**src/hdl/hpqd_pkg.sv**
```systemverilog
package hpqd_pkg;

  localparam int NUM_PAT = 5;
  localparam int ST1_W   = 31;
  localparam int ST34_W  = 15;
  localparam int FOLD_W  = 3;
  localparam int QUAL_W  = 6;
  localparam int HIST_W  = 3;
  localparam int ROW_W   = NUM_PAT * HIST_W;

  // result buffer depth and the width of its occupancy count
  localparam int OFIFO_DEPTH = 3;
  localparam int OFIFO_CW    = 2;
  localparam int OFIFO_PW    = 2;

  typedef logic [HIST_W-1:0]          hist_t;
  typedef hist_t [NUM_PAT-1:0]        row_t;
  typedef logic [QUAL_W-1:0]          qual_t;
  typedef logic [FOLD_W-1:0]          fold_t;

  // station 1 bit windows per pattern
  localparam logic [ST1_W-1:0] ST1_WIN [NUM_PAT] = '{
    31'h7F8000FF, 31'h00780F00, 31'h00063000, 31'h00014000, 31'h00008000
  };

  // station 3 and 4 bit windows per pattern
  localparam logic [ST34_W-1:0] ST34_WIN [NUM_PAT] = '{
    15'h7FFF, 15'h7FFF, 15'h07F0, 15'h01C0, 15'h0080
  };

  // layer bit positions within a mask
  localparam int LY_ST1  = 2;
  localparam int LY_ST2  = 1;
  localparam int LY_ST34 = 0;

endpackage

```
**src/hdl/hpqd_layers.sv**
```systemverilog
module hpqd_layers
  import hpqd_pkg::*;
(
  input  logic [ST1_W-1:0]  hits_one,
  input  logic              hit_two,
  input  logic [ST34_W-1:0] hits_three,
  input  logic [ST34_W-1:0] hits_four,
  output row_t              layers
);

  logic [ST34_W-1:0] hits_34;

  assign hits_34 = hits_three | hits_four;

  always_comb begin
    for (int p = 0; p < NUM_PAT; p++) begin
      layers[p][LY_ST1]  = |(hits_one & ST1_WIN[p]);
      layers[p][LY_ST2]  = hit_two;
      layers[p][LY_ST34] = |(hits_34 & ST34_WIN[p]);
    end
  end

endmodule

```
**config.mk**
```make
export PLATFORM = sky130hd
export DESIGN_NAME = hpqd_layers
export DESIGN_NICKNAME = d
export VERILOG_FILES = /design/src/hdl/hpqd_pkg.sv /design/src/hdl/hpqd_layers.sv
export SDC_FILE = /design/constraint.sdc
export NUM_CORES = 1
export LEC_CHECK = 0
export BUFFER_PORTS_ARGS = -buffer_cell sky130_fd_sc_hd__buf_4
export CAP_MARGIN = 20
export CORE_AREA = 3 3 40 42
export DETAILED_ROUTE_END_ITERATION = 6
export DIE_AREA = 0 0 43 45
export GPL_TIMING_DRIVEN = 0
export PLACE_DENSITY = 0.77
export SYNTH_ARGS = -nofsm -noshare
export SYNTH_HDL_FRONTEND = slang
export SYNTH_SLANG_ARGS = --single-unit
```
**constraint.sdc**
```tcl
create_clock -name vclk -period 1.5
set_input_delay 0.3 -clock vclk [all_inputs]
set_output_delay 0.3 -clock vclk [all_outputs]
set_load 0.01 [all_outputs]
```
==> key figures <==
Outcome
  • Status: finished with violations
  • Failing checks: setup timing

STA
  • Min setup slack post-route: -0.0984 ns
  • Tmin final: 1.60 ns
  • Rel. slew slack: 0.834
  • Total negative setup slack: -0.122 ns
  • Final Slew Violations: 0
  • Worst-Margin Slew: approximately 0.25 ns
  • Final Hold Viols: 0
  • RSZ-0062 raised after global routing: yes
  • Final worst path period share: 1.07
  • FMAX: 626 MHz
  • Endpoints failing setup: 2
  • Final Hold Slack: 0.777 ns

Setup path
  • Kind of critical path: in2out
  • Worst path buffer plus inverter count: 3
  • Worst Setup End Kind: output pin
  • Critical path, cell by cell: buf_6, nor4_4, nand4_1, or2_1, buf_6, buf_6
  • Data required time of the worst path: 1.20 ns
  • Crit-path max cell delay: approximately 0.27 ns
  • Largest fanout on the critical path: 2
  • CP Data Arrival Time: between 1 and 1.5 ns
  • CP most frequent cell: buf_6
  • Top Family by Delay on Critical Path: simple AND/OR/NAND/NOR gates
  • Crit path launch type: input port
  • CP max-delay cell: nor4_4

Cells and area
  • Sequential Area: 0 sq um
  • Filler Cell Count: between 100 and 150
  • Area added between synthesis and finish: 346%
  • Area of the multi-input gates: 189 sq um
  • Seq Cell Count: 0
  • CLK BUF: 0
  • # diodes: 0
  • Cell Count, Final, Fillers Out: 121
  • Share of layout cells above drive strength 1: 0.840
  • # nets final: 170

Routing
  • Drt via density: 4.48
  • Vias post-DR: about 540
  • DR pass1 iterations: 2
  • Wire per inst: between 10 and 15 um
  • Total Wirelength: 1530 um
  • Detailed router's first-iteration violation count: 2
  • Post-route ant nets: 0
  • Number of remaining DRC errors: 0

Die
  • Chip width: between 40 and 50 um
  • Core Area: 1280 sq um
  • FP Rows: 13
  • Io pins: 77
  • Total die area: 1940 sq um
  • Initial Util: 0.151
  • Die Ht: 45 um

Synth
  • Top cells by count, synth: 12 x nor4_1, 7 x buf_4, 3 x nand4_1
  • Count of cell types in the netlist: 10
  • Syn Std Cell Area: 194 sq um
  • Syn avg cell area: 6.46 sq um
  • Most frequent cell after synthesis: nor4_1
  • Syn nets: 92
  • Largest area contributor in the netlist: nor4_1
  • Cells after synthesis: 30
  • Top-area cell type share of the netlist area: 0.387
  • Top post-synthesis cells by area: nor4_1 39%, buf_4 27%, nand4_1 9.7%
  • Yosys warnings: 0
  • Seq/Total Area, Yosys: 0

Power and ir drop
  • Max VDD drop: 122 uV
  • Pwr dens: 216 nW/um^2
  • Leak: 0.000426 uW

Global routing
  • Vias in the first global route: 531
  • Initial antenna violation count: 0
  • Total GRT Usage: 0.140
  • Largest net degree at the start of global routing: 6
  • First-pass GRT wire length: ~2100 um
  • Total gr overflow: 0

Placed design
  • IO buf count: 75
  • Placed cell count: 120
  • Hpwl dp: around 1300 um
  • RD Place Congestion: 0.702

Hold path
  • Hold endpoint: layers[4]
  • Hold path depth: 2
  • Min-Delay Startpoint: hit_two
  • HP Class: in2out

Flow run
  • Max-cap violations: 0

Clock network
  • Hold buffer count at CTS: 0
## timing repair
item,in CTS,in global routing
setup buffers,2,0
pin swaps,5,3
endpoints found under the setup margin,2,3
resized for setup,9,4
## per-stage QoR
step                      power, uW   util  setup WS (ns)  area (sq um)
after floorplan                29.7      -        0.00699           206
after global placement          167  0.613         -0.144           788
after detailed placement        170  0.613         -0.151           788
after CTS                       181  0.661        -0.0975           850
after global routing            200  0.673         -0.176           865
final                           187  0.673        -0.0984           865
## per-layer routing
metal  up-vias  wire length (um)  GRT usage
met4         0                 0          0
li1        270                 -          -
met2        40               949      0.332
met5         -                 0          0
met3         0               200     0.0279
met1       232               381      0.121
## cell families (layout without fill, tap and decap cells)
group	Yosys count	after routing	synth area share
buffers and inverters	8	84	0.290
and+or+nand+nor	22	22	0.710
## placed cells by master, fill, tap and decap left out
cell type	synthesis	layout
buf_4	7	75
or4_1	1	1
nand4_1	3	3
nor2_1	1	1
inv_1	1	1
nor4_1	12	8
nand2_1	2	2
nor4_2	1	2
or2_2	1	1
nor4_4	0	3
buf_6	0	8
or2_1	1	1
## power by group
part | internal (uW) | leakage [uW] | switching (uW)
registers | 0 | 0 | 0
logic | 136 | 0.000426 | 51.2
clock network | 0 | 0 | 0
## final cells by class
class,count,area share
multi-input cells,22,0.219
well taps,15,0.0217
inverters,1,0.00434
repair buffers,76,0.690
plain buffers,7,0.0651
## worst max path at each step
stage | cells after the start | end | start
floorplan | 4 | layers[3] | hits_four[6]
global placement | 6 | layers[3] | hits_three[0]
detailed placement | 6 | layers[3] | hits_three[0]
CTS | 6 | layers[3] | hits_three[8]
global route | 6 | layers[3] | hits_four[13]
finish | 6 | layers[3] | hits_four[6]
(Power assumes the default switching activity.)
