File: src/hdl/hpqd_ram.sv
module hpqd_ram #(
  parameter int WIDTH = 15,
  parameter int DEPTH = 8,
  parameter int AW    = (DEPTH > 1) ? $clog2(DEPTH) : 1
) (
  input  logic             clk,
  input  logic             we,
  input  logic [AW-1:0]    waddr,
  input  logic [WIDTH-1:0] wdata,
  input  logic             re,
  input  logic [AW-1:0]    raddr,
  output logic [WIDTH-1:0] rdata
);

  logic [WIDTH-1:0] mem_r [DEPTH];
  logic [WIDTH-1:0] rdata_r;

  always_ff @(posedge clk) begin
    if (we) begin
      mem_r[waddr] <= wdata;
    end
    if (re) begin
      rdata_r <= mem_r[raddr];
    end
  end

  assign rdata = rdata_r;

endmodule

File: config.mk
export PLATFORM = sky130hd
export DESIGN_NAME = hpqd_ram
export DESIGN_NICKNAME = d
export VERILOG_FILES = /design/src/hdl/hpqd_ram.sv
export SDC_FILE = /design/constraint.sdc
export NUM_CORES = 1
export LEC_CHECK = 0
export BUFFER_PORTS_ARGS = -buffer_cell sky130_fd_sc_hd__buf_2
export CAP_MARGIN = 0
export CORE_ASPECT_RATIO = 0.9
export CORE_UTILIZATION = 53
export DETAILED_ROUTE_END_ITERATION = 8
export PLACE_DENSITY_LB_ADDON = 0.12
export SYNTH_ARGS = -nofsm -noshare
export SYNTH_HDL_FRONTEND = slang
export SYNTH_SLANG_ARGS = --single-unit
File: constraint.sdc
create_clock -name clk -period 2.4 [get_ports clk]
set_clock_uncertainty 0.2 [all_clocks]
set_input_delay 0.48 -clock clk [delete_from_list [all_inputs] [get_ports clk]]
set_output_delay 0.48 -clock clk [all_outputs]
set_load 0.02 [all_outputs]
==> results.sh <==
export IMPL_postSynthCellCount=201
export IMPL_fp_coreArea_um2=9250
export IMPL_worstPathRequired_ns=1.72
export IMPL_synth_mux_area_share_pct=18.7
export IMPL_final_setup_viol_count=0
export IMPL_finalSetupTns_ns=0
export IMPL_synth_top_area_share_pct=79.1
export IMPL_finalCritPeriodShare_pct=74.3
export IMPL_cts_sinks=135
export IMPL_crit_path_end_kind="output pin"
export IMPL_clkLatencyLatePin_ns=0.52
export IMPL_yosys_warnings=0
export IMPL_initial_core_util_pct=55.4
export IMPL_syn_area_um2=5120
export IMPL_ys_seq_area_share_pct=79.1
export IMPL_dr_total_vias=2246
export IMPL_die_h_um=95.3
export IMPL_finalHoldViolations=0
export IMPL_diodes=0
export IMPL_cp_top_family="flip-flops"
export IMPL_timing_fmax_ghz=0.561
export IMPL_synthDistinctLibCells=11
export IMPL_drt_initial_drc_count=73
export IMPL_cts_setup_buffers=0
export IMPL_hold_class="in -> reg"
export IMPL_rsz0062_at_grt="false"
export IMPL_status="finished, final reports clean"
export IMPL_drive_gt1_share_pct=32.7
export IMPL_critPathSlowestCell="edfxtp_1"
export IMPL_clock_tree_root_cell="clkbuf_8"
export IMPL_synth_area_per_cell_um2=25.5
export IMPL_dpl_cell_area_um2=5540
export IMPL_drt_first_pass_iters=4
export IMPL_synth_xor_area_share_pct=0
export IMPL_layout_min_cycle_time_ns=1.78
export IMPL_yosysMostFrequentCell="edfxtp_1"
export IMPL_yosys_area_share_adder_pct=0
export IMPL_drc_errors=0
export IMPL_numCtsBuffers=17
export IMPL_critical_path_class="reg -> out"
export IMPL_timing_slew_headroom_pct=68.2
export IMPL_worst_pin_slew_ns=0.478
export IMPL_gp_congestion=0.671
export IMPL_grt_overflow_total=0
export IMPL_die_area_um2=10100
export IMPL_crit_path_start_kind="flip-flop"
export IMPL_ant_nets=0
export IMPL_synthArstFlopShare_pct=0
export IMPL_p_leak_nw=2.12
export IMPL_grt_pass1_wl_um=12600
export IMPL_finalInstanceArea_um2=6110
export IMPL_fp_dieW_um=106
export IMPL_h_tree_depth=4
export IMPL_drv_cap=0
export IMPL_syn_to_final_growth_pct=19.2
export IMPL_synth_compound_area_share_pct=0
export IMPL_ys_ff_latch=135
export IMPL_cts_tree="yes"
export IMPL_final_nets=287
export IMPL_rows=33
export IMPL_io_buffers=38
export IMPL_synth_ff_type="edfxtp_1"
export IMPL_wl_um=8500
export IMPL_antenna_found_initial=0
export IMPL_grt_max_degree=31
export IMPL_yosys_area_share_simple_pct=1.15
export IMPL_critPathArrivalTime_ns=1.10
export IMPL_slew_violations=0
export IMPL_grt_pass1_vias=2344
export IMPL_track_usage_pct=18.8
export IMPL_ys_top_cells_by_area="edfxtp_1 (79%), mux4_1 (15%), mux2_2 (3.3%), buf_6 (0.66%), nor2_1 (0.44%)"
export IMPL_dpl_hpwl_um=4430
export IMPL_powerDensity_nw_per_um2=889
export IMPL_synth_edf_count=135
export IMPL_clockBufferDepth=2
export IMPL_synth_top_area_cell="edfxtp_1"
export IMPL_syn_nets=225
export IMPL_synth_top_family_by_area="multiplexers"
export IMPL_path_clk_slew_ns=0.06
export IMPL_io_pins=39
export IMPL_cp_cell_sequence="buf_2"
export IMPL_path_buf_inv=1
export IMPL_worstPathMaxFanout=1
export IMPL_vias_per_cell=5.66
export IMPL_ys_top_cells_by_count="edfxtp_1 (135), mux4_1 (30), mux2_2 (15)"
export IMPL_cpPeakStageDelay_ns=0.41
export IMPL_ir_worst_vdd_mv=0.587
export IMPL_wl_per_cell_um=21.4
## report_power, final
| group | total [mW] | switching (mW) | internal, mW |
|---|---|---|---|
| Combinational | 0.267 | 0.145 | 0.122 |
| Clock | 2.45 | 0.891 | 1.56 |
| Sequential | 2.71 | 0.0184 | 2.70 |
## worst reg2reg max path, delay by kind of cell (launching register included)
family | cells | cell delay [ns]
muxes | 2 | 0.79
DFF | 1 | 0.37
## path summary, 6_finish.rpt
kind | slack (ns) | end | start | cells past startpoint
worst min-delay path | 0.03 | mem_r[2][14]$_DFFE_PP_ | wdata[14] | 1
worst min register to register | 0.54 | rdata[11]$_DFFE_PP_ | mem_r[0][11]$_DFFE_PP_ | 2
worst max register to register | 0.79 | rdata[5]$_DFFE_PP_ | mem_r[3][5]$_DFFE_PP_ | 2
worst max-delay path | 0.62 | rdata[8] | rdata[8]$_DFFE_PP_ | 1
## registers in the layout, summed over array words and instances (netlist names)
name	count
rdata	15
mem_r	120
## kinds of logic (layout without fill, tap and decap cells)
kind of cell,count (synthesis),count (layout)
DFF,135,135
muxes,45,45
buffers and inverters,8,82
and+or+nand+nor,13,13
## area by class of cell
| cell class | instances | area, um^2 |
|---|---|---|
| Clock buffer | 20 | 425 |
| Clock inverter | 11 | 133 |
| Fill cell | 623 | 3140 |
| Multi-Input combinational cell | 58 | 1030 |
| Sequential cell | 135 | 4050 |
| Tap cell | 122 | 153 |
| Timing Repair Buffer | 51 | 315 |
## repair_timing
action                                 CTS  global route
resized for setup                        0             0
endpoints found under the hold margin    0             7
hold buffers                             0             1
## layer usage
| layer | global-route usage, % | wire length (um) | share of wire, % | vias to the layer above |
|---|---|---|---|---|
| met2 | 30.8 | 4300 | 51 | 55 |
| met4 | 7.41 | 138 | 1.6 | 0 |
| li1 | - | - | - | 1007 |
| met3 | 7.04 | 322 | 3.8 | 14 |
| met1 | 23.0 | 3740 | 44 | 1170 |
| met5 | 0 | 0 | 0 | - |
## cells in the final DEF (no fill, tap or decap), drive strengths merged
cell | synthesis | final
buf | 4 | 50
bufinv | 0 | 3
clkbuf | 4 | 20
clkinv | 0 | 6
clkinvlp | 0 | 2
dlygate4sd3 | 0 | 1
edfxtp | 135 | 135
mux2 | 15 | 15
mux4 | 30 | 30
nand2 | 2 | 2
nand2b | 3 | 3
nor2 | 6 | 6
nor3 | 2 | 2
## through the flow
stage	power [mW]	std cells	utilization (%)	hold slack (ns)	setup slack, ns
after floorplan	2.92	201	-	0.379	0.0677
after global placement	3.02	365	59.9	0.528	0.253
after detailed placement	3.03	365	59.9	0.533	0.246
after CTS	5.48	396	65.9	0.00287	0.603
after global routing	5.60	397	66.0	0.00275	0.569
final	5.43	397	66.0	0.0332	0.616
Note: power is estimated with default switching activity, not from simulation.
