[src/hdl/hpqd_pkg.sv]
package hpqd_pkg;

  localparam int NUM_PAT = 5;
  localparam int ST1_W   = 31;
  localparam int ST34_W  = 15;
  localparam int FOLD_W  = 3;
  localparam int QUAL_W  = 6;
  localparam int HIST_W  = 3;
  localparam int ROW_W   = NUM_PAT * HIST_W;

  // result buffer depth and the width of its occupancy count
  localparam int OFIFO_DEPTH = 3;
  localparam int OFIFO_CW    = 2;
  localparam int OFIFO_PW    = 2;

  typedef logic [HIST_W-1:0]          hist_t;
  typedef hist_t [NUM_PAT-1:0]        row_t;
  typedef logic [QUAL_W-1:0]          qual_t;
  typedef logic [FOLD_W-1:0]          fold_t;

  // station 1 bit windows per pattern
  localparam logic [ST1_W-1:0] ST1_WIN [NUM_PAT] = '{
    31'h7F8000FF, 31'h00780F00, 31'h00063000, 31'h00014000, 31'h00008000
  };

  // station 3 and 4 bit windows per pattern
  localparam logic [ST34_W-1:0] ST34_WIN [NUM_PAT] = '{
    15'h7FFF, 15'h7FFF, 15'h07F0, 15'h01C0, 15'h0080
  };

  // layer bit positions within a mask
  localparam int LY_ST1  = 2;
  localparam int LY_ST2  = 1;
  localparam int LY_ST34 = 0;

endpackage

[src/hdl/hpqd_score.sv]
module hpqd_score
  import hpqd_pkg::*;
(
  input  row_t  layers,
  input  row_t  hist,
  output row_t  hist_nxt,
  output qual_t best
);

  qual_t q [NUM_PAT];

  always_comb begin
    logic [2:0] st;
    logic       two;
    hist_t      ly;
    hist_t      h;
    for (int p = 0; p < NUM_PAT; p++) begin
      st  = 3'(p);
      ly  = layers[p];
      h   = hist[p];
      two = (ly[2] & ly[1]) | (ly[2] & ly[0]) | (ly[1] & ly[0]);
      // hit two steps back, none three steps back, two or more layers now
      if (!h[2] && h[1] && two) begin
        q[p] = {st[2], ly[2], st[1], ly[1], st[0], ly[0]};
      end else begin
        q[p] = '0;
      end
      hist_nxt[p] = {h[1:0], |ly};
    end
  end

  always_comb begin
    best = '0;
    for (int p = 0; p < NUM_PAT; p++) begin
      if (q[p] > best) begin
        best = q[p];
      end
    end
  end

endmodule

[config.mk]
export PLATFORM = sky130hd
export DESIGN_NAME = hpqd_score
export DESIGN_NICKNAME = d
export VERILOG_FILES = /design/src/hdl/hpqd_pkg.sv /design/src/hdl/hpqd_score.sv
export SDC_FILE = /design/constraint.sdc
export NUM_CORES = 1
export LEC_CHECK = 0
export BUFFER_PORTS_ARGS = -buffer_cell sky130_fd_sc_hd__buf_2
export CORE_MARGIN = 1.5
export CORE_UTILIZATION = 50
export DETAILED_ROUTE_END_ITERATION = 10
export MAX_ROUTING_LAYER = met4
export PLACE_DENSITY = 0.89
export SETUP_SLACK_MARGIN = 0.1
export SYNTH_ARGS = -nofsm -noshare
export SYNTH_HDL_FRONTEND = slang
export SYNTH_SLANG_ARGS = --single-unit
[constraint.sdc]
create_clock -name vclk -period 9.4
set_input_delay 1.88 -clock vclk [all_inputs]
set_output_delay 1.88 -clock vclk [all_outputs]
set_load 0.1 [all_outputs]
==> load_flow_metrics.sql, run 1 <==
INSERT INTO impl_metrics (metric_group, metric, value, unit) VALUES
('layout', 'area_added_between_synthesis_and_finish', '52.2', '%'),
('logic_synthesis', 'synthesis.nets', '207', ''),
('logic_synthesis', 'synth_seq_area_share', '0', '%'),
('setup_path', 'crit_path_max_fanout', '6', ''),
('sta', 'clock.fmax', '107', 'MHz'),
('sta', 'setup_total_negative_slack', '0', 'ns'),
('logic_synthesis', 'synthesized_area_fraction_occupied_by_adder_cells', '17.9', '%'),
('sta', 'post-route-min-period', '9.38', 'ns'),
('route', 'via_count', '1624', ''),
('sta', 'slew_violations', '0', ''),
('setup_path', 'timing.critical_path.to', 'best[2]', ''),
('route', 'routed_via_density', '6.79', ''),
('logic_synthesis', 'synth_xor_area_share', '0', '%'),
('global_route', 'grt_usage', '27.2', '%'),
('worst_hold_path', 'hold_class', 'input port to output port', ''),
('route', 'antenna_violating_nets_left', '0', ''),
('placed_design', 'pre_cts_slack', '-0.231', 'ns'),
('global_route', 'grt_first_pass_wirelength', '5450', 'um'),
('power_and_ir_drop', 'p_leak', '0.754', 'nW'),
('logic_synthesis', 'ys_warn_count', '0', ''),
('sta', 'hold_ws', '3.76', 'ns'),
('global_route', 'globalRouteOverflowTotal', '0', ''),
('worst_hold_path', 'timing.hold.worst.start', 'hist[6]', ''),
('global_route', 'first_global_vias', '1356', ''),
('layout', 'final_cells', '239', ''),
('route', 'route.detailed.drc', '0', ''),
('logic_synthesis', 'post_synthesis_instance_area', '1090', 'um2'),
('layout', 'nFlopsAndLatches', '0', ''),
('route', 'drtPass1Iterations', '4', ''),
('layout', 'diodes', '0', ''),
('logic_synthesis', 'synth_simple_gate_area_share', '30.2', '%'),
('logic_synthesis', 'synth_top_family_by_area', 'compound AO/OA/AOI/OAI gates', ''),
('sta', 'hold_viol_final', '0', ''),
('sta', 'final.setup.worst_slack', '0.0237', 'ns'),
('placed_design', 'gp_congestion', '0.945', ''),
('power_and_ir_drop', 'totalPowerFinal', '0.202', 'mW'),
('die', 'initial_core_util', '54.7', '%'),
('route', 'drt-total-wl', '4590', 'um'),
('logic_synthesis', 'synthDistinctLibCells', '45', ''),
('setup_path', 'timing.setup.critical_path_class', 'input port to output port', ''),
('setup_path', 'crit_path_start', 'layers[4]', ''),
('die', 'floorplan.rows', '16', ''),
('outcome', 'outcome', 'finished clean', ''),
('route', 'routedWlPerCell', '19.2', 'um'),
('run', 'max-cap-violations', '0', ''),
('layout', 'nFillCells', '110', ''),
('logic_synthesis', 'synth_largest_type_area_fraction', '16.0', '%'),
('die', 'floorplan.die.height', '49.8', 'um'),
('power_and_ir_drop', 'p_per_area', '121', 'nW/um2'),
('power_and_ir_drop', 'ir_worst_vdd', '0.113', 'mV'),
('logic_synthesis', 'synthTopCellsByArea', 'ha_1 16%, buf_4 6.9%, inv_1 5.1%, o21a_1 4.8%, o21ai_0 4.6%', ''),
('placed_design', 'dp.final_hpwl', '2630', 'um'),
('sta', 'setup-violations-final', '0', ''),
('global_route', 'largest_net_degree_at_the_start_of_global_routing', '8', ''),
('layout', 'final_net_count', '258', ''),
('die', 'chipWidth', '49.8', 'um'),
('layout', 'seqCellArea', '0', 'um2'),
('route', 'detailedRoute.firstIterationViolations', '77', ''),
('die', 'die-area', '2480', 'um2'),
('layout', 'drive_gt1_share', '50.9', '%'),
('setup_path', 'critPathRequiredTime', '7.52', 'ns'),
('layout', 'finish.instance_area', '1670', 'um2'),
('setup_path', 'timing.critical_path.arrival', '7.50', 'ns'),
('logic_synthesis', 'post-synth-top-area-cell', 'ha_1', ''),
('logic_synthesis', 'muxShareOfSynthArea', '0.914', '%'),
('layout', 'clock_buffer_count', '0', ''),
('logic_synthesis', 'post_synthesis_compound_gate_area_fraction', '38.3', '%'),
('die', 'boundaryPins', '51', ''),
('sta', 'maxSlewHeadroom', '57.1', '%'),
('global_route', 'initial_antenna_violation_count', '0', ''),
('logic_synthesis', 'postSynthAreaPerCell', '6.72', 'um2'),
('setup_path', 'critPathLaunchType', 'input port', ''),
('sta', 'final_period_util', '99.7', '%'),
('placed_design', 'dpl.cell_count', '226', ''),
('sta', 'worst-slew-pin-transition', '0.638', 'ns'),
('placed_design', 'detailed_place.area', '1330', 'um2'),
('logic_synthesis', 'post_synth_inst_count', '163', ''),
('layout', 'fin_util', '83.3', '%'),
('placed_design', 'port_buffers', '41', ''),
('die', 'coreArea', '2000', 'um2'),
('setup_path', 'cp-end-kind', 'output port', '');
-- layer usage --
| metal | GRT usage [%] | vias to the layer above | share of wire (%) | wire [um] |
|---|---|---|---|---|
| met5 | - | - | 0 | 0 |
| met1 | 29.7 | 772 | 41 | 1860 |
| met2 | 51.8 | 104 | 46 | 2120 |
| met4 | 7.87 | 0 | 5.0 | 228 |
| li1 | - | 713 | - | - |
| met3 | 2.42 | 35 | 8.3 | 381 |
-- cell usage in the layout (no fill, tap or decap), drive strengths merged, types with 2 or more instances in the layout --
cell type | Yosys | final
a31oi | 3 | 3
a221oi | 2 | 2
inv | 15 | 15
ha | 14 | 14
nor2b | 7 | 7
buf | 10 | 61
a211oi | 4 | 4
o21a | 7 | 7
or2 | 3 | 3
and3 | 3 | 3
a21oi | 5 | 5
or3 | 6 | 6
nand2 | 11 | 11
nand3 | 6 | 6
o21ai | 12 | 12
nand2b | 6 | 6
a21boi | 3 | 3
nor2 | 13 | 13
o22ai | 2 | 2
maj3 | 2 | 2
o211ai | 6 | 6
nor4 | 2 | 2
nor3 | 2 | 2
-- kinds of logic (layout without fill, tap and decap cells) --
kind of cell,count (synthesis),count (layout)
mux,1,1
simple gates,63,63
fa+ha+maj,16,16
buf+inv,27,76
compound gates,56,56
-- cell type report --
cell class / instances / area (um2) / share of cell area [%]
Inverter: 15 / 56.3 / 3.38
Timing Repair Buffer: 61 / 394 / 23.6
Tap cell: 27 / 33.8 / 2.03
Multi-Input combinational cell: 136 / 1180 / 70.9
-- worst min path at each step --
stage                              end  slack (ns)  depth (start not counted)
final                      hist_nxt[7]        3.76                          0
after global routing      hist_nxt[10]        3.76                          0
after CTS                 hist_nxt[13]        3.76                          0
after detailed placement  hist_nxt[13]        3.76                          0
after global placement    hist_nxt[13]        3.76                          0
after floorplan           hist_nxt[10]        3.97                          1
-- what timing repair did --
item	4_1_cts	5_1_grt
hold buffers	0	0
buffers inserted	2	11
endpoints found under the setup margin	3	5
gates cloned	0	0
pin swaps	4	25
hold endpoints to repair	0	0
gates resized for setup	11	47
-- power breakdown --
group          leakage, nW  total [mW]  switching [mW]  internal (mW)
clock network            0           0               0              0
registers                0           0               0              0
logic                0.754       0.202           0.125         0.0768
total                0.754       0.202           0.125         0.0768
-- cells in the mapped netlist, types with 3 or more instances --
master and instances:
a211oi_1 3, a21oi_1 5, a31oi_1 3, and3_1 3
buf_4 10, ha_1 14, inv_1 15, nand2_1 11
nand2b_1 6, nand3_1 6, nor2_1 13, nor2b_1 7
o211ai_1 6, o21a_1 7, o21ai_0 10, or2_2 3
or3_1 6
-- critical path: stages --
cell	delay (ns)
buf_4	0.14
maj3_2	0.31
and3_4	0.17
ha_4	0.18
or3_4	0.40
and4_4	0.17
a32oi_2	0.21
nand3_2	0.15
inv_2	0.11
ha_4	0.14
nor2_2	0.04
a221oi_2	0.26
buf_4	0.18
a41oi_4	0.06
o211ai_1	0.17
o21ai_0	0.16
ha_1	0.27
or2_2	0.36
o21a_1	0.25
nor4_2	0.28
a31oi_1	0.11
a21boi_2	0.18
ha_1	0.30
and2_1	0.16
o2111a_1	0.15
a221oi_4	0.33
a22oi_2	0.18
buf_12	0.20
(Power assumes the default switching activity.)
==> run 2: changes to the inputs <==
Settings changed: BUFFER_PORTS_ARGS -buffer_cell sky130_fd_sc_hd__buf_2 to -buffer_cell sky130_fd_sc_hd__clkbuf_2.
==> load_flow_metrics.sql, run 2 (same netlist as run 1, synthesis figures left out) <==
INSERT INTO impl_metrics (metric_group, metric, value, unit) VALUES
('outcome', 'outcome', 'finished, violations left', ''),
('outcome', 'violations_in_the_final_reports', 'negative setup slack', ''),
('route', 'via_count', '1667', ''),
('die', 'coreArea', '2000', 'um2'),
('setup_path', 'cp-end-kind', 'output port', ''),
('power_and_ir_drop', 'p_leak', '0.767', 'nW'),
('sta', 'clock.fmax', '105', 'MHz'),
('route', 'drt-total-wl', '5090', 'um'),
('route', 'routedWlPerCell', '21.5', 'um'),
('setup_path', 'crit_path_max_fanout', '5', ''),
('layout', 'clock_buffer_count', '0', ''),
('route', 'detailedRoute.firstIterationViolations', '158', ''),
('power_and_ir_drop', 'totalPowerFinal', '0.208', 'mW'),
('die', 'boundaryPins', '51', ''),
('global_route', 'grt_first_pass_wirelength', '6040', 'um'),
('power_and_ir_drop', 'combPwrFrac', '100.0', '%'),
('layout', 'drive_gt1_share', '48.6', '%'),
('power_and_ir_drop', 'p_per_area', '123', 'nW/um2'),
('die', 'floorplan.rows', '16', ''),
('setup_path', 'critPathMaxStageDelay', '0.35', 'ns'),
('setup_path', 'critPathLaunchType', 'input port', ''),
('layout', 'layout_common_cells', '35 x clkbuf_2, 18 x buf_4, 14 x inv_1', ''),
('route', 'routed_via_density', '7.03', ''),
('setup_path', 'timing.critical_path.arrival', '7.66', 'ns'),
('global_route', 'globalRouteOverflowTotal', '0', ''),
('sta', 'grt_setup_unrepaired', 'yes', ''),
('placed_design', 'detailed_place.area', '1390', 'um2'),
('placed_design', 'dp.final_hpwl', '2720', 'um'),
('run', 'max-cap-violations', '0', ''),
('layout', 'finish.instance_area', '1700', 'um2'),
('setup_path', 'critPathRequiredTime', '7.52', 'ns'),
('layout', 'final_net_count', '256', ''),
('setup_path', 'critical_path.slowest_cell', 'maj3_2', ''),
('power_and_ir_drop', 'cellInternalPower', '0.0771', 'mW'),
('sta', 'post-route-min-period', '9.54', 'ns'),
('die', 'initial_core_util', '54.7', '%'),
('global_route', 'grt_usage', '30.7', '%'),
('global_route', 'first_global_vias', '1364', ''),
('power_and_ir_drop', 'switching_power', '0.131', 'mW'),
('layout', 'area_added_between_synthesis_and_finish', '54.9', '%'),
('global_route', 'largest_net_degree_at_the_start_of_global_routing', '8', ''),
('route', 'antenna_violating_nets_left', '0', ''),
('die', 'die-area', '2480', 'um2'),
('power_and_ir_drop', 'power_switching_share', '62.9', '%'),
('route', 'route.detailed.drc', '0', ''),
('power_and_ir_drop', 'power.sequential.fraction', '0', '%'),
('die', 'floorplan.die.height', '49.8', 'um'),
('route', 'drtPass1Iterations', '5', ''),
('global_route', 'initial_antenna_violation_count', '0', ''),
('power_and_ir_drop', 'pwr-share-clk', '0', '%'),
('sta', 'final_period_util', '101', '%'),
('setup_path', 'timing.setup.critical_path_class', 'input port to output port', ''),
('sta', 'setup-violations-final', '3', ''),
('layout', 'seqCellArea', '0', 'um2'),
('power_and_ir_drop', 'ir_worst_vdd', '0.136', 'mV'),
('placed_design', 'gp_congestion', '0.845', ''),
('placed_design', 'port_buffers', '41', ''),
('sta', 'slew_violations', '0', ''),
('worst_hold_path', 'hold_class', 'input port to output port', ''),
('layout', 'most_common_library_cell_in_the_layout_ignoring_fill_and_taps', 'clkbuf_2', ''),
('layout', 'multi_input_area', '1180', 'um2'),
('sta', 'hold_viol_final', '0', ''),
('sta', 'maxSlewHeadroom', '57.4', '%'),
('layout', 'diodes', '0', ''),
('layout', 'nFillCells', '114', ''),
('die', 'chipWidth', '49.8', 'um'),
('sta', 'worst-slew-pin-transition', '0.633', 'ns'),
('sta', 'final.setup.worst_slack', '-0.138', 'ns'),
('layout', 'nFlopsAndLatches', '0', ''),
('sta', 'setup_total_negative_slack', '-0.339', 'ns');
run 2: cell type report:
class              count  share of cell area [%]
inverters             15                    3.32
multi-input cells    136                    69.9
well taps             27                    1.99
repair buffers        59                    24.8
run 2: power groups by stage:
stage / clock, mW / sequential [mW] / combinational (mW)
2_1_floorplan: 0 / 0 / 0.123
3_3_place_gp: 0 / 0 / 0.149
3_5_place_dp: 0 / 0 / 0.156
4_1_cts: 0 / 0 / 0.166
5_1_grt: 0 / 0 / 0.214
6_report: 0 / 0 / 0.208
run 2: worst max-delay path: cells and delay by family:
family	cells	cell delay [ns]
fa+ha+maj	5	1.35
mux	1	0.33
compound gates	13	2.66
buf+inv	5	0.63
simple gates	6	0.78
run 2: through the flow:
stage | setup WS (ns) | hold WS (ns) | std cells | utilization, %
floorplan | 0.0624 | 3.97 | 163 | -
global placement | 0.0881 | 3.76 | 226 | 69.2
detailed placement | -0.132 | 3.76 | 226 | 69.2
CTS | 0.126 | 3.76 | 228 | 71.6
global route | -0.235 | 3.76 | 237 | 84.7
finish | -0.138 | 3.76 | 237 | 84.7
run 2: layer usage:
layer	share of wire [%]	vias to the layer above	global-route usage, %
met1	38	762	36.1
met2	44	155	52.4
li1	-	701	-
met3	12	49	3.33
met5	0	-	-
met4	6.4	0	13.4
run 2: worst paths after layout:
check	endpoint	cells after the start	startpoint
max	best[4]	30	layers[4]
min	hist_nxt[7]	0	hist[6]
run 2: repair_timing:
action,4_1_cts,5_1_grt
gates resized for setup,8,48
buffers inserted,2,9
endpoints found under the setup margin,3,5
hold buffers,0,0
pin swaps,2,20
==> run 3: changes to the inputs <==
Settings changed: BUFFER_PORTS_ARGS -buffer_cell sky130_fd_sc_hd__clkbuf_2 to unset, CELL_PAD_IN_SITES_DETAIL_PLACEMENT set to 1, CELL_PAD_IN_SITES_GLOBAL_PLACEMENT set to 1, CORE_UTILIZATION 50 to 46, DONT_BUFFER_PORTS set to 1.
==> load_flow_metrics.sql, run 3 <==
INSERT INTO impl_metrics (metric_group, metric, value, unit) VALUES
('die', 'boundaryPins', '51', ''),
('outcome', 'outcome.stop_stage', 'global routing (5_1_grt)', ''),
('die', 'floorplan.rows', '17', ''),
('placed_design', 'dpl.cell_count', '194', ''),
('outcome', 'error', '[ERROR DPL-0033] detailed placement checks failed during check placement.', ''),
('logic_synthesis', 'post_synthesis_instance_area', '1090', 'um2'),
('logic_synthesis', 'synthesis.nets', '207', ''),
('placed_design', 'gp_congestion', '0.954', ''),
('logic_synthesis', 'synth_largest_type_area_fraction', '16.0', '%'),
('sta', 'postGrtWorstEndpoint', 'best[4]', ''),
('logic_synthesis', 'post-synth-top-area-cell', 'ha_1', ''),
('placed_design', 'port_buffers', '0', ''),
('placed_design', 'dp.final_hpwl', '3320', 'um'),
('sta', 'type_of_pin_the_worst_path_ends_at', 'primary output', ''),
('logic_synthesis', 'postSynthAreaPerCell', '6.72', 'um2'),
('global_route', 'largest_net_degree_at_the_start_of_global_routing', '8', ''),
('logic_synthesis', 'post_synth_inst_count', '163', ''),
('logic_synthesis', 'synthTopCellsByArea', 'ha_1 16%, buf_4 6.9%, inv_1 5.1%, o21a_1 4.8%, o21ai_0 4.6%', ''),
('outcome', 'outcome', 'stopped before the end', ''),
('die', 'initial_core_util', '49.0', '%'),
('logic_synthesis', 'post_synth_most_frequent_cells', '15 x inv_1, 14 x ha_1, 13 x nor2_1', ''),
('placed_design', 'pre_cts_slack', '-0.307', 'ns'),
('die', 'chipWidth', '51.8', 'um'),
('clock_tree', 'ctsHoldBuffers', '0', ''),
('logic_synthesis', 'synth_seq_area_share', '0', '%'),
('logic_synthesis', 'synthDistinctLibCells', '45', ''),
('logic_synthesis', 'ys_warn_count', '0', ''),
('die', 'floorplan.die.height', '51.8', 'um'),
('logic_synthesis', 'count_leader_synth', 'inv_1', ''),
('global_route', 'initial_antenna_violation_count', '0', '');
[run 3: cell counts after synthesis]
No cell type changed its count.
[run 3: logic make-up after synthesis]
logic type	Yosys count	share of synthesized area [%]
buffers and inverters	27	12.7
and+or+nand+nor	63	30.2
AOI/OAI and AO/OA	56	38.3
adders and majority gates	16	17.9
muxes	1	0.914
[run 3: through the flow]
step                hold slack [ns]  util [%]  TNS [ns]  instance area, um2
CTS                            3.76      59.4         0                1330
detailed placement             3.76      54.8    -0.788                1220
global placement               3.76      54.8         0                1220
floorplan                      3.97         -         0                1120
[run 3: timing repair]
action                                  CTS
resized for setup                        16
pin swaps                                 4
hold endpoints to repair                  0
setup buffers                             4
endpoints found under the setup margin    3
==> run 4: changes to the inputs <==
Settings changed: CELL_PAD_IN_SITES_DETAIL_PLACEMENT 1 to unset, CELL_PAD_IN_SITES_GLOBAL_PLACEMENT 1 to unset, CORE_AREA set to 2 2 63 65, CORE_MARGIN 1.5 to unset, CORE_UTILIZATION 46 to unset, DIE_AREA set to 0 0 65 67, MAX_ROUTING_LAYER met4 to unset, PLACE_DENSITY 0.89 to unset, PLACE_DENSITY_LB_ADDON set to 0.15, SETUP_SLACK_MARGIN 0.1 to unset.
==> load_flow_metrics.sql, run 4 (same netlist as run 1, synthesis figures left out) <==
INSERT INTO impl_metrics (metric_group, metric, value, unit) VALUES
('global_route', 'grt_usage', '12.9', '%'),
('power_and_ir_drop', 'ir_worst_vdd', '0.0393', 'mV'),
('setup_path', 'critPathRequiredTime', '7.52', 'ns'),
('worst_hold_path', 'timing.hold.worst.start', 'hist[9]', ''),
('sta', 'final_period_util', '97.1', '%'),
('power_and_ir_drop', 'power.sequential.fraction', '0', '%'),
('power_and_ir_drop', 'power_switching_share', '57.8', '%'),
('sta', 'maxSlewHeadroom', '39.7', '%'),
('sta', 'setup-violations-final', '0', ''),
('power_and_ir_drop', 'combPwrFrac', '100.0', '%'),
('layout', 'finish.instance_area', '1370', 'um2'),
('worst_hold_path', 'hold_class', 'input port to output port', ''),
('setup_path', 'cp-end-kind', 'output port', ''),
('layout', 'area_added_between_synthesis_and_finish', '25.5', '%'),
('route', 'antenna_violating_nets_left', '0', ''),
('layout', 'fin_util', '38.1', '%'),
('die', 'initial_core_util', '30.4', '%'),
('setup_path', 'timing.critical_path.arrival', '7.25', 'ns'),
('route', 'drtPass1Iterations', '4', ''),
('layout', 'clock_buffer_count', '0', ''),
('global_route', 'largest_net_degree_at_the_start_of_global_routing', '9', ''),
('layout', 'multi_input_area', '1020', 'um2'),
('route', 'detailedRoute.firstIterationViolations', '48', ''),
('placed_design', 'detailed_place.area', '1300', 'um2'),
('placed_design', 'port_buffers', '0', ''),
('power_and_ir_drop', 'totalPowerFinal', '0.159', 'mW'),
('sta', 'post-route-min-period', '9.13', 'ns'),
('layout', 'final_cells', '226', ''),
('setup_path', 'cpMostUsedCell', 'ha_1', ''),
('die', 'die-area', '4360', 'um2'),
('die', 'boundaryPins', '51', ''),
('outcome', 'outcome', 'finished clean', ''),
('layout', 'layout_common_cells', '24 x buf_4, 15 x inv_1, 14 x ha_1', ''),
('layout', 'diodes', '0', ''),
('die', 'floorplan.die.height', '67', 'um'),
('route', 'drt-total-wl', '2880', 'um'),
('sta', 'hold_viol_final', '0', ''),
('route', 'route.detailed.drc', '0', ''),
('power_and_ir_drop', 'p_per_area', '116', 'nW/um2'),
('placed_design', 'pre_cts_slack', '0.231', 'ns'),
('layout', 'seqCellArea', '0', 'um2'),
('power_and_ir_drop', 'cellInternalPower', '0.0671', 'mW'),
('die', 'floorplan.rows', '22', ''),
('setup_path', 'timing.setup.critical_path_class', 'input port to output port', ''),
('layout', 'most_common_library_cell_in_the_layout_ignoring_fill_and_taps', 'buf_4', ''),
('route', 'routedWlPerCell', '12.7', 'um'),
('route', 'routed_via_density', '5.36', ''),
('sta', 'clock.fmax', '110', 'MHz'),
('setup_path', 'critPathLaunchType', 'input port', ''),
('die', 'chipWidth', '65', 'um'),
('global_route', 'initial_antenna_violation_count', '0', ''),
('power_and_ir_drop', 'switching_power', '0.0919', 'mW'),
('sta', 'slew_violations', '0', ''),
('sta', 'hold_ws', '3.76', 'ns'),
('setup_path', 'crit_path_max_fanout', '7', ''),
('layout', 'final_net_count', '224', ''),
('worst_hold_path', 'min_path_cells', '0', ''),
('power_and_ir_drop', 'p_leak', '0.598', 'nW'),
('placed_design', 'gp_congestion', '0.908', ''),
('global_route', 'globalRouteOverflowTotal', '0', ''),
('sta', 'setup_total_negative_slack', '0', 'ns'),
('sta', 'final.setup.worst_slack', '0.273', 'ns'),
('clock_tree', 'ctsHoldBuffers', '0', ''),
('placed_design', 'dp.final_hpwl', '2420', 'um'),
('global_route', 'grt_first_pass_wirelength', '4690', 'um'),
('die', 'coreArea', '3610', 'um2'),
('worst_hold_path', 'whs_endpoint', 'hist_nxt[10]', ''),
('power_and_ir_drop', 'pwr-share-clk', '0', '%'),
('global_route', 'first_global_vias', '1123', ''),
('layout', 'nFillCells', '397', ''),
('layout', 'drive_gt1_share', '26.4', '%'),
('setup_path', 'critical_path.slowest_cell', 'or3_1', ''),
('route', 'via_count', '1212', ''),
('sta', 'worst-slew-pin-transition', '0.906', 'ns'),
('setup_path', 'critPathMaxStageDelay', '0.37', 'ns'),
('run', 'max-cap-violations', '0', ''),
('placed_design', 'dpl.cell_count', '219', ''),
('layout', 'nFlopsAndLatches', '0', '');
run 4: power by group through the flow:
stage                     clock [mW]  sequential [mW]  combinational [mW]
after floorplan                    0                0               0.122
after global placement             0                0               0.147
after detailed placement           0                0               0.147
after CTS                          0                0               0.148
after global routing               0                0               0.171
final                              0                0               0.159
run 4: critical path, delay by kind of cell:
kind / cells / cell delay [ns]
muxes: 1 / 0.22
buffers and inverters: 3 / 0.42
AOI/OAI and AO/OA: 11 / 2.09
and+or+nand+nor: 8 / 1.32
adders and majority gates: 5 / 1.31
run 4: worst max path at each step:
stage          slack, ns  depth (start not counted)       from  endpoint
6_report            0.27                         28  layers[3]   best[2]
5_1_grt            -0.06                         28  layers[3]   best[2]
4_1_cts             0.20                         28  layers[3]   best[2]
3_5_place_dp        0.23                         28  layers[3]   best[2]
3_3_place_gp        0.29                         26  layers[3]   best[2]
2_1_floorplan      -0.01                         26  layers[3]   best[2]
run 4: routing by layer:
layer  part of all wire (%)  global-route usage, %  vias up
met5                      0                      0        -
met1                     47                   16.4      563
met2                     51                   25.0       13
li1                       -                      -      636
met3                    2.2                  0.676        0
met4                      0                      0        0
run 4: layout make-up:
| cell class | instances | share of cell area, % |
|---|---|---|
| multi-input cells | 136 | 74.0 |
| repair buffers | 27 | 17.5 |
| well taps | 48 | 4.37 |
| inverters | 15 | 4.10 |
run 4: timing repair:
action                                  4_1_cts  5_1_grt
setup buffers                                 0        7
endpoints found under the setup margin        0        3
resized for setup                             0        7
